`config.mk`:
```
export PLATFORM = sky130hd
export DESIGN_NAME = kwm_min_tree
export DESIGN_NICKNAME = d
export VERILOG_FILES = /design/src/hdl/kwm_pkg.sv /design/src/hdl/kwm_min_tree.sv
export SDC_FILE = /design/constraint.sdc
export NUM_CORES = 1
export LEC_CHECK = 0
export BUFFER_PORTS_ARGS = -buffer_cell sky130_fd_sc_hd__buf_2
export CORE_ASPECT_RATIO = 0.8
export CORE_UTILIZATION = 30
export DETAILED_ROUTE_END_ITERATION = 8
export GPL_TIMING_DRIVEN = 0
export SLEW_MARGIN = 20
export SYNTH_ARGS = -nofsm -noshare
export SYNTH_HDL_FRONTEND = slang
export SYNTH_SLANG_ARGS = --single-unit
```
`constraint.sdc`:
```
create_clock -name vclk -period 8.5
set_input_delay 0.85 -clock vclk [all_inputs]
set_output_delay 0.85 -clock vclk [all_outputs]
set_load 0.005 [all_outputs]
```
`src/hdl/kwm_pkg.sv`:
```
// Package for the k-way sorted merge block: sizes, operation and status codes,
// and the structure that the head selection tree returns.
// Used by kwm_min_tree and k_way_sorted_merge; depends on nothing.
package kwm_pkg;

  // Number of lists and the capacity of each list.
  localparam int NUM_LISTS  = 8;
  localparam int LIST_DEPTH = 64;

  // Derived widths.
  localparam int LIST_W    = $clog2(NUM_LISTS);
  localparam int DEPTH_W   = $clog2(LIST_DEPTH);
  localparam int CNT_W     = $clog2(LIST_DEPTH + 1);
  localparam int ADDR_W    = LIST_W + DEPTH_W;
  localparam int MEM_DEPTH = NUM_LISTS * (1 << DEPTH_W);

  // Field widths of the ports.
  localparam int OP_W     = 2;
  localparam int INDEX_W  = 3;
  localparam int VALUE_W  = 32;
  localparam int STATUS_W = 2;

  typedef enum logic [OP_W-1:0] {
    OP_APPEND = 2'd0,
    OP_TAKE   = 2'd1,
    OP_CLEAR  = 2'd2
  } op_t;

  typedef enum logic [STATUS_W-1:0] {
    ST_OK    = 2'd0,
    ST_EMPTY = 2'd1,
    ST_FULL  = 2'd2
  } status_t;

  // Outcome of the head comparison: whether any list is live, and the winner.
  typedef struct packed {
    logic              found;
    logic [LIST_W-1:0] idx;
  } pick_t;

  // One result item as held in the output register and the skid stage.
  typedef struct packed {
    logic signed [VALUE_W-1:0] merged_value;
    logic [INDEX_W-1:0]        source_list;
    logic [STATUS_W-1:0]       status;
  } res_t;

endpackage

```
`src/hdl/kwm_min_tree.sv`:
```
// Comparison tree that picks the smallest live head among all lists.
// Ties go to the lower list index. Depends on kwm_pkg.
module kwm_min_tree (
  input  logic signed [kwm_pkg::VALUE_W-1:0] keys [kwm_pkg::NUM_LISTS],
  input  logic [kwm_pkg::NUM_LISTS-1:0]      live,
  output kwm_pkg::pick_t                     pick
);
  import kwm_pkg::*;

  localparam int LEAVES = 1 << LIST_W;
  localparam int NODES  = 2 * LEAVES;

  logic                      node_live [NODES];
  logic signed [VALUE_W-1:0] node_key  [NODES];
  logic [LIST_W-1:0]         node_idx  [NODES];

  // Heap-ordered tree: node n has children 2n and 2n+1, leaves start at LEAVES.
  always_comb begin
    logic take_left;
    take_left = 1'b0;
    for (int n = 0; n < NODES; n++) begin
      node_live[n] = 1'b0;
      node_key[n]  = '0;
      node_idx[n]  = '0;
    end
    for (int j = 0; j < LEAVES; j++) begin
      node_idx[LEAVES + j] = LIST_W'(j);
      if (j < NUM_LISTS) begin
        node_live[LEAVES + j] = live[j];
        node_key[LEAVES + j]  = keys[j];
      end
    end
    for (int n = LEAVES - 1; n >= 1; n--) begin
      // The left child holds the lower indexes, so it wins a tie.
      take_left = node_live[2*n] &&
                  (!node_live[2*n+1] || (node_key[2*n] <= node_key[2*n+1]));
      if (take_left) begin
        node_live[n] = node_live[2*n];
        node_key[n]  = node_key[2*n];
        node_idx[n]  = node_idx[2*n];
      end else begin
        node_live[n] = node_live[2*n+1];
        node_key[n]  = node_key[2*n+1];
        node_idx[n]  = node_idx[2*n+1];
      end
    end
    pick.found = node_live[1];
    pick.idx   = node_idx[1];
  end

endmodule

```
# Word level (Yosys, flattened, before mapping)
# Cells that the tools add are included.
# classes
n_lt_le_gt_ge	7
muxes	20
reduce_logical	21
# ops
operator	count
32-bit <= comparator	7
32-bit two-way mux	6
1-bit two-way mux	11
3-bit two-way mux	3
1-bit logical AND	7
1-bit zero test	7
1-bit logical OR	7
# totals
reg_bits	0
inputBits	264
out_inout_bits	4
wordCells	48

# Logic depth before layout (Yosys ltp)
# Gate-level depths: netlist of the first run.
# logic_depth
word_depth	12
mapped_depth	30
ltp_nobuf	28

# Least setup slack after synthesis of the first run
# Ideal clock, no wire load.
# synth_timing
path_type	input to output
from	input keys[95] in the netlist's numbering
to	output pick[0] in the netlist's numbering
t_arrival_ns	7.390
required_ns	7.650
path_slack_ns	0.260
cell_stages	30
path_cell_list	inv_1 > ha_1 > nand4_2 > or4_4 > o41ai_4 > nor2_2 > a21boi_2 > o311ai_4 > buf_6 > mux2i_1 > inv_1 > ha_1 > nand4_1 > nor4_1 > o22ai_1 > o21a_1 > a22oi_1 > o21a_1 > clkbuf_1 > clkbuf_1 > mux2_2 > ha_1 > nand3_1 > or3_1 > nor4_1 > o311ai_1 > a31o_1 > a31oi_1 > a21oi_1 > a32o_1
# synth_rtl
element	line_no	rtl
start: declaration	kwm_min_tree.sv:4	input logic signed [kwm_pkg::VALUE_W-1:0] keys [kwm_pkg::NUM_LISTS],
end: declaration	kwm_min_tree.sv:6	output kwm_pkg::pick_t pick

==> flow_metrics.py, run 1 <==
metrics = {
    "floorplan": {
        "rows": 52,
        "fp.dieW_um": 184,
        "core_um2": 25600,
        "die_area_um2": 27200,
        "start_util_pct": 31.0,
        "dieHeight_um": 148,
        "ios": 268,
    },
    "pwr": {
        "intPower_uw": 595,
        "p_per_area_nw_per_um2": 97.8,
        "comb_power_share_pct": 100.0,
        "p_sw_uw": 591,
        "seqPwrFrac_pct": 0,
        "ir_worst_vdd_uv": 41.8,
        "swShare_pct": 49.8,
        "power_frac_clock_pct": 0,
        "p_leak_uw": 0.00620,
    },
    "drt": {
        "vias": 8886,
        "drt-total-wl_mm": 30.4,
        "drc": 0,
        "dr.pass1.iters": 4,
        "ant_nets": 0,
        "via_per_inst": 5.14,
        "drt_iter0_markers": 307,
        "post_drt_wl_per_cell_um": 17.6,
    },
    "global_routing": {
        "grt_max_degree": 11,
        "gr-usage-met1_pct": 29.0,
        "track_usage_pct": 20.4,
        "busiest_layer": "met2",
        "gr-total-overflow": 0,
        "met3_usage_pct": 1.68,
        "use_met2_pct": 33.9,
        "antenna_found_initial": 2,
        "grt_pass1_vias": 8441,
        "grt_pass1_wl_mm": 43.4,
    },
    "cells_and_area": {
        "stdcell_area_um2": 12100,
        "n_fill_cell": 2550,
        "final_layout_size_suffix_gt1_share_pct": 40.6,
        "final_util_pct": 47.3,
        "syn_to_final_growth_pct": 52.5,
        "seq_cells": 0,
        "clockBufferCount": 0,
        "regArea_um2": 0,
        "final_nets": 1867,
    },
    "critical_path": {
        "worstPathArrival_ns": 7.56,
        "crit_fanout": 8,
        "cp_common_cell": "ha_4",
        "cp_top_family": "compound AO/OA/AOI/OAI gates",
        "critical_path.max_stage_delay_ns": 0.63,
        "crit_slowest_cell": "or4_4",
        "cp_num_buf_inv": 8,
        "path_class": "input port to primary output",
        "worstSetupEndpointType": "primary output",
        "cp.required_ns": 7.65,
        "crit_path_start": "keys[88]",
        "worstSetupStartpointType": "input port",
    },
    "logic_synthesis": {
        "syn-num-nets": 1538,
        "avgSynthCellArea_um2": 7.57,
        "ys_warn_count": 0,
        "yosysTopAreaCell": "ha_1",
        "ys_types": 67,
        "syn_area_um2": 7950,
        "synth.yosys.seq_area_share_pct": 0,
        "synth_cells": 1050,
        "netlist.area_leader.share_pct": 35.3,
        "yosys-top-cells-area": "ha_1 35%, mux2i_1 16%, inv_1 9.7%, a21oi_1 5.1%, mux2_2 4.4%",
    },
    "run_status": {
        "outcome": "finished clean",
    },
    "placed_design": {
        "gp_congestion": 0.890,
        "portBuffers": 268,
        "place_area_um2": 9740,
        "dp_slack_ns": -2.42,
        "place_hpwl_mm": 25.3,
    },
    "min_path": {
        "hp-start": "live[3]",
        "hp-class": "input port to primary output",
    },
    "sta": {
        "finalCritPeriodShare_pct": 98.9,
        "setup_ws_ns": 0.0939,
        "rsz0062_at_grt": "true",
        "finalSetupViolCount": 0,
        "hold_viol_final": 0,
        "finalMaxSlewViolations": 0,
        "worst_pin_slew_ns": 0.699,
        "relSlewSlack_pct": 53.0,
        "fmax_ghz": 0.119,
        "finalCriticalPeriod_ns": 8.41,
    },
    "job": {
        "max-cap-violations": 0,
    },
    "cts": {
        "cts_hold_buffers": 0,
    },
}
==> placed cells by master, fill, tap and decap left out, drive strengths merged, types with 3 or more instances in the layout <==
cell	n
nand4	49
a211oi	7
nor2b	13
clkbuf	13
nor4	5
nor3	10
o221ai	3
buf	335
a21o	14
o211ai	15
o21ai	34
nor2	14
a221oi	3
o31ai	3
a21oi	82
nand2	73
mux2i	129
or3b	3
a31oi	4
o21a	39
mux2	32
o22ai	3
or4	6
inv	206
ha	224
nand2b	4
nand3	19
==> final timing paths <==
path | end | depth (start not counted)
worst min-delay path | pick[3] | 4
worst max-delay path | pick[0] | 33
==> cell usage after synthesis, types with 4 or more instances <==
cell      count
inv_1       206
nor2_1       13
buf_2         4
mux2_2       31
a211oi_1      7
o21ai_0      31
a31oi_1       4
o21a_1       39
nand4_1      48
or4_1         5
ha_1        224
nor2b_1      13
a21oi_1      81
nor4_1        5
mux2i_1     129
nand3_1      19
nand2b_1      4
a21o_1       14
nand2_1      73
o211ai_1     15
nor3_1       10
clkbuf_1      9
==> power by group through the flow <==
stage | Combinational (uW) | Sequential (uW) | Clock (uW)
global route | 1300 | 0 | 0
floorplan | 576 | 0 | 0
CTS | 958 | 0 | 0
finish | 1190 | 0 | 0.0000158
global placement | 833 | 0 | 0
detailed placement | 850 | 0 | 0
==> what timing repair did <==
item	CTS	global route
pin swaps	30	45
setup endpoints to repair	3	3
hold endpoints to repair	0	0
setup buffers	25	28
resized for setup	107	238
gates cloned	1	5
==> stage by stage <==
stage	setup TNS [ns]	cells	total power (uW)	hold WS, ns
final	0	1729	1190	2.13
after global routing	-0.424	1728	1300	2.16
after CTS	0	1695	958	2.14
after detailed placement	-6.93	1670	850	2.10
after global placement	-6.93	1669	833	2.11
after floorplan	0	1050	576	1.79
==> final cells by class <==
cell class	count	area [um2]	area share, %
multi-input combinational	822	8530	70.4
inverter	207	782	6.45
timing repair buffer	328	2020	16.7
tap	351	439	3.62
buffer	20	348	2.87
antenna	1	2.50	0.0206
==> metal layers <==
metal / wire length, um / up-vias
met2: 13600 / 260
met3: 1710 / 31
met4: 469 / 2
met1: 14600 / 4115
li1: - / 4478
met5: 13 / -
==> kinds of logic after synthesis <==
kind of cell,synth area share [%]
AND/OR/NAND/NOR,13.6
adder cells (fa/ha/maj),35.3
AO/OA/AOI/OAI,19.2
multiplexers,20.8
buffers and inverters,11.3
Note: power is estimated with default switching activity, not from simulation.
==> run 2: changes to the inputs <==
CORE_MARGIN = 5   (was not set)
==> run 2 against run 1 <==
Net effect:
- setup slack lost 0.062 ns
- sequential cell count is the same
- sequential share of layout area is the same
- first-iteration DRC count shrank 5.9%
- total power shrank 4.5%
- utilization shrank 2.0 points
- cell count grew 0.52%
- die area grew 10%
- non-clock buffer count grew 3
- global-route usage shrank 1.8 points
==> flow_metrics.py, run 2 (synthesized netlist as in run 1, its figures left out) <==
metrics = {
    "global_routing": {
        "grt_pass1_vias": 8654,
        "antenna_found_initial": 3,
        "gr-total-overflow": 0,
        "track_usage_pct": 18.6,
        "grt_pass1_wl_mm": 44.6,
        "grt_max_degree": 11,
    },
    "floorplan": {
        "die_area_um2": 29900,
        "core_um2": 26200,
        "dieHeight_um": 156,
        "rows": 53,
        "ios": 268,
        "fp.dieW_um": 192,
        "start_util_pct": 30.4,
    },
    "critical_path": {
        "worstSetupEndpointType": "primary output",
        "crit_slowest_cell": "or3b_1",
        "worstSetupStartpointType": "input port",
        "crit_fanout": 10,
        "cp.required_ns": 7.65,
        "critical_path.max_stage_delay_ns": 0.41,
        "path_class": "input port to primary output",
        "worstPathArrival_ns": 7.62,
    },
    "sta": {
        "worst_pin_slew_ns": 0.583,
        "rsz0062_at_grt": "true",
        "finalCritPeriodShare_pct": 99.6,
        "whs_ns": 2.18,
        "setup_tns_ns": 0,
        "finalMaxSlewViolations": 0,
        "fmax_ghz": 0.118,
        "finalSetupViolCount": 0,
        "hold_viol_final": 0,
        "relSlewSlack_pct": 61.2,
        "finalCriticalPeriod_ns": 8.47,
    },
    "cells_and_area": {
        "regArea_um2": 0,
        "final_cell_mix": "255 x buf_2, 192 x inv_1, 189 x ha_1",
        "final_layout_size_suffix_gt1_share_pct": 38.7,
        "seq_cells": 0,
        "final_nets": 1870,
        "syn_to_final_growth_pct": 49.2,
        "fin_cells": 1738,
        "clockBufferCount": 0,
        "final_common_cell": "buf_2",
    },
    "drt": {
        "wl_met2_mm": 14.1,
        "post_drt_wl_per_cell_um": 18.0,
        "drt-total-wl_mm": 31.3,
        "drt-met1-wl_mm": 15.3,
        "ant_nets": 0,
        "wl_met3_mm": 1.71,
        "vias": 8851,
        "dr.pass1.iters": 5,
        "drc": 0,
        "via_per_inst": 5.09,
        "drt_iter0_markers": 289,
        "top_layer_used": "met5",
    },
    "pwr": {
        "p_per_area_nw_per_um2": 95.5,
        "p_leak_uw": 0.00619,
        "ir_worst_vdd_uv": 33.2,
    },
    "placed_design": {
        "gp_congestion": 0.891,
        "portBuffers": 268,
        "dp.cells": 1676,
        "place_hpwl_mm": 26.4,
    },
    "min_path": {
        "hp-class": "input port to primary output",
    },
    "run_status": {
        "outcome": "finished clean",
    },
    "job": {
        "max-cap-violations": 0,
    },
}
==> run 2: per-stage QoR <==
step,util (%),instance area (um2),total power (uW),worst slack (ns)
3_5_place_dp,37.2,9750,852,-2.47
3_3_place_gp,37.2,9740,834,-2.47
4_1_cts,39.1,10300,930,0.000301
6_report,45.3,11900,1130,0.0318
5_1_grt,45.3,11900,1250,-0.173
2_1_floorplan,-,7950,576,0.260
==> run 2: cell type report <==
type	instances	area, um2
fill	2597	14300
multi-input combinational	822	8320
timing repair buffer	333	2020
inverter	207	787
tap	357	447
buffer	18	277
antenna	1	2.50
==> run 2: what timing repair did <==
| action | in CTS | in global routing |
|---|---|---|
| hold endpoints to repair | 0 | 0 |
| gates cloned | 3 | 3 |
| resized for setup | 74 | 222 |
| setup buffers | 20 | 38 |
| setup endpoints to repair | 3 | 3 |
| pin swaps | 26 | 56 |
| hold buffers | 0 | 0 |
==> run 2: metal layers <==
| metal | GRT usage [%] | vias to the layer above |
|---|---|---|
| met5 | 0 | - |
| met4 | 0.984 | 6 |
| met3 | 1.88 | 20 |
| met2 | 31.3 | 250 |
| met1 | 27.0 | 4091 |
| li1 | - | 4484 |
==> run 2: worst max-delay path: cells and delay by family <==
kind | cells | cell delay [ns]
buf+inv | 9 | 1.34
simple gates | 10 | 1.93
mux | 2 | 0.52
compound gates | 10 | 2.27
fa+ha+maj | 3 | 0.66
==> run 2: worst paths after layout <==
check	cells past startpoint	start	end	slack (ns)
worst max-delay path	34	keys[159]	pick[1]	0.03
worst min-delay path	4	live[2]	pick[3]	2.18
==> run 2: power breakdown <==
part	leakage [uW]	switching [uW]	internal, uW	total [uW]
sequential	0	0	0	0
combinational	0.00619	573	559	1130
clock	0.00000000634	0	0.0000157	0.0000157
==> run 3: changes to the inputs <==
SETUP_SLACK_MARGIN = 0.15   (was not set)
==> run 3 against run 2 <==
Net effect:
- die area unchanged
- total power up 5.1%
- cell count increased by 0.92%
- non-clock buffer count rose by 17
- sequential cell count unchanged
- setup slack improved by 0.093 ns
- maximum frequency increased by 1.1%
- critical path depth rose by 2
- count of clock-buffer cells in the layout unchanged
- first-iteration DRC count is 29% higher
- combinational power grew 5%
- hold slack lost 0.021 ns
- critical endpoint is now pick[0]
==> flow_metrics.py, run 3 (synthesized netlist as in run 1, its figures left out) <==
metrics = {
    "global_routing": {
        "grt_pass1_vias": 8925,
        "track_usage_pct": 19.0,
        "grt_max_degree": 11,
        "gr-total-overflow": 0,
        "antenna_found_initial": 0,
        "grt_pass1_wl_mm": 45.8,
    },
    "cells_and_area": {
        "seq_cells": 0,
        "antenna_cells": 0,
        "final_nets": 1887,
        "final_common_cell": "buf_2",
        "final_cell_mix": "244 x buf_2, 180 x inv_1, 175 x ha_1",
        "fin_cells": 1754,
        "syn_to_final_growth_pct": 55.9,
        "final_layout_size_suffix_gt1_share_pct": 42.4,
        "clockBufferCount": 0,
        "regArea_um2": 0,
        "stdcell_area_um2": 12400,
        "n_fill_cell": 2560,
    },
    "sta": {
        "hold_viol_final": 0,
        "finalSetupViolCount": 0,
        "rsz0062_at_grt": "true",
        "worst_pin_slew_ns": 0.613,
        "relSlewSlack_pct": 58.7,
        "finalCritPeriodShare_pct": 98.5,
        "finalMaxSlewViolations": 0,
        "fmax_ghz": 0.119,
        "setup_tns_ns": 0,
        "finalCriticalPeriod_ns": 8.37,
        "whs_ns": 2.16,
    },
    "drt": {
        "post_drt_wl_per_cell_um": 18.0,
        "vias": 8899,
        "ant_nets": 0,
        "drc": 0,
        "drt-total-wl_mm": 31.6,
        "via_per_inst": 5.07,
        "dr.pass1.iters": 4,
        "drt_iter0_markers": 372,
    },
    "critical_path": {
        "critical_path.max_stage_delay_ns": 0.41,
        "path_class": "input port to primary output",
        "crit_slowest_cell": "or3b_1",
        "cp.required_ns": 7.65,
        "worstSetupEndpointType": "primary output",
        "worstSetupStartpointType": "input port",
        "crit_fanout": 10,
        "worstPathArrival_ns": 7.52,
    },
    "placed_design": {
        "place_hpwl_mm": 26.4,
        "portBuffers": 268,
        "gp_congestion": 0.891,
        "place_area_um2": 9750,
        "dp.cells": 1676,
    },
    "pwr": {
        "p_per_area_nw_per_um2": 96.0,
        "ir_worst_vdd_uv": 34.4,
        "p_leak_uw": 0.00627,
    },
    "floorplan": {
        "die_area_um2": 29900,
        "core_um2": 26200,
        "start_util_pct": 30.4,
        "dieHeight_um": 156,
        "fp.dieW_um": 192,
        "ios": 268,
        "rows": 53,
    },
    "min_path": {
        "hp-class": "input port to primary output",
        "worst_hold_path.endpoint": "pick[3]",
        "hold_depth": 4,
        "hp-start": "live[2]",
    },
    "run_status": {
        "outcome": "finished clean",
    },
    "job": {
        "max-cap-violations": 0,
    },
}
## run 3: worst max-delay path by stage
stage / startpoint / end
CTS: keys[86] / pick[1]
global placement: keys[23] / pick[0]
detailed placement: keys[23] / pick[1]
global route: keys[86] / pick[1]
floorplan: keys[95] / pick[0]
finish: keys[159] / pick[0]
## run 3: worst max-delay path: cells and delay by family
family	cells	cell delay, ns
AO/OA/AOI/OAI	10	2.07
multiplexers	2	0.51
adder cells (fa/ha/maj)	3	0.72
AND/OR/NAND/NOR	11	1.92
buffers and inverters	10	1.43
## run 3: routing by layer
layer | part of all wire, % | global-route usage, % | wire length, um | vias to the layer above
met5 | 0 | 0 | 0 | -
met4 | 1.0 | 1.83 | 320 | 0
met3 | 5.3 | 1.95 | 1680 | 16
met2 | 45 | 32.1 | 14300 | 231
met1 | 48 | 27.3 | 15300 | 4132
li1 | - | - | - | 4520
## run 3: power by group
part           switching, uW  internal, uW  leakage [uW]
sequential                 0             0             0
combinational            592           598       0.00627
clock                      0             0             0
## run 3: area by class of cell
| cell class | count | area (um2) | area share, % |
|---|---|---|---|
| Multi-Input combinational cell | 822 | 8650 | 69.8 |
| Inverter | 207 | 790 | 6.37 |
| Tap cell | 357 | 447 | 3.60 |
| Buffer | 21 | 330 | 2.67 |
| Timing Repair Buffer | 347 | 2170 | 17.5 |
## run 3: metrics by stage
| stage | setup slack [ns] | total power (uW) | util (%) |
|---|---|---|---|
| final | 0.125 | 1190 | 47.3 |
| after global routing | -0.212 | 1310 | 47.3 |
| after CTS | 0.150 | 1030 | 41.9 |
| after detailed placement | -2.47 | 852 | 37.2 |
| after global placement | -2.47 | 834 | 37.2 |
| after floorplan | 0.260 | 576 | - |
## run 3: timing repair
item | 4_1_cts | 5_1_grt
setup endpoints to repair | 3 | 3
hold buffers | 0 | 0
gates resized for setup | 186 | 199
endpoints found under the hold margin | 0 | 0
buffers inserted | 29 | 45
cloned | 4 | 0
pin swaps | 41 | 65
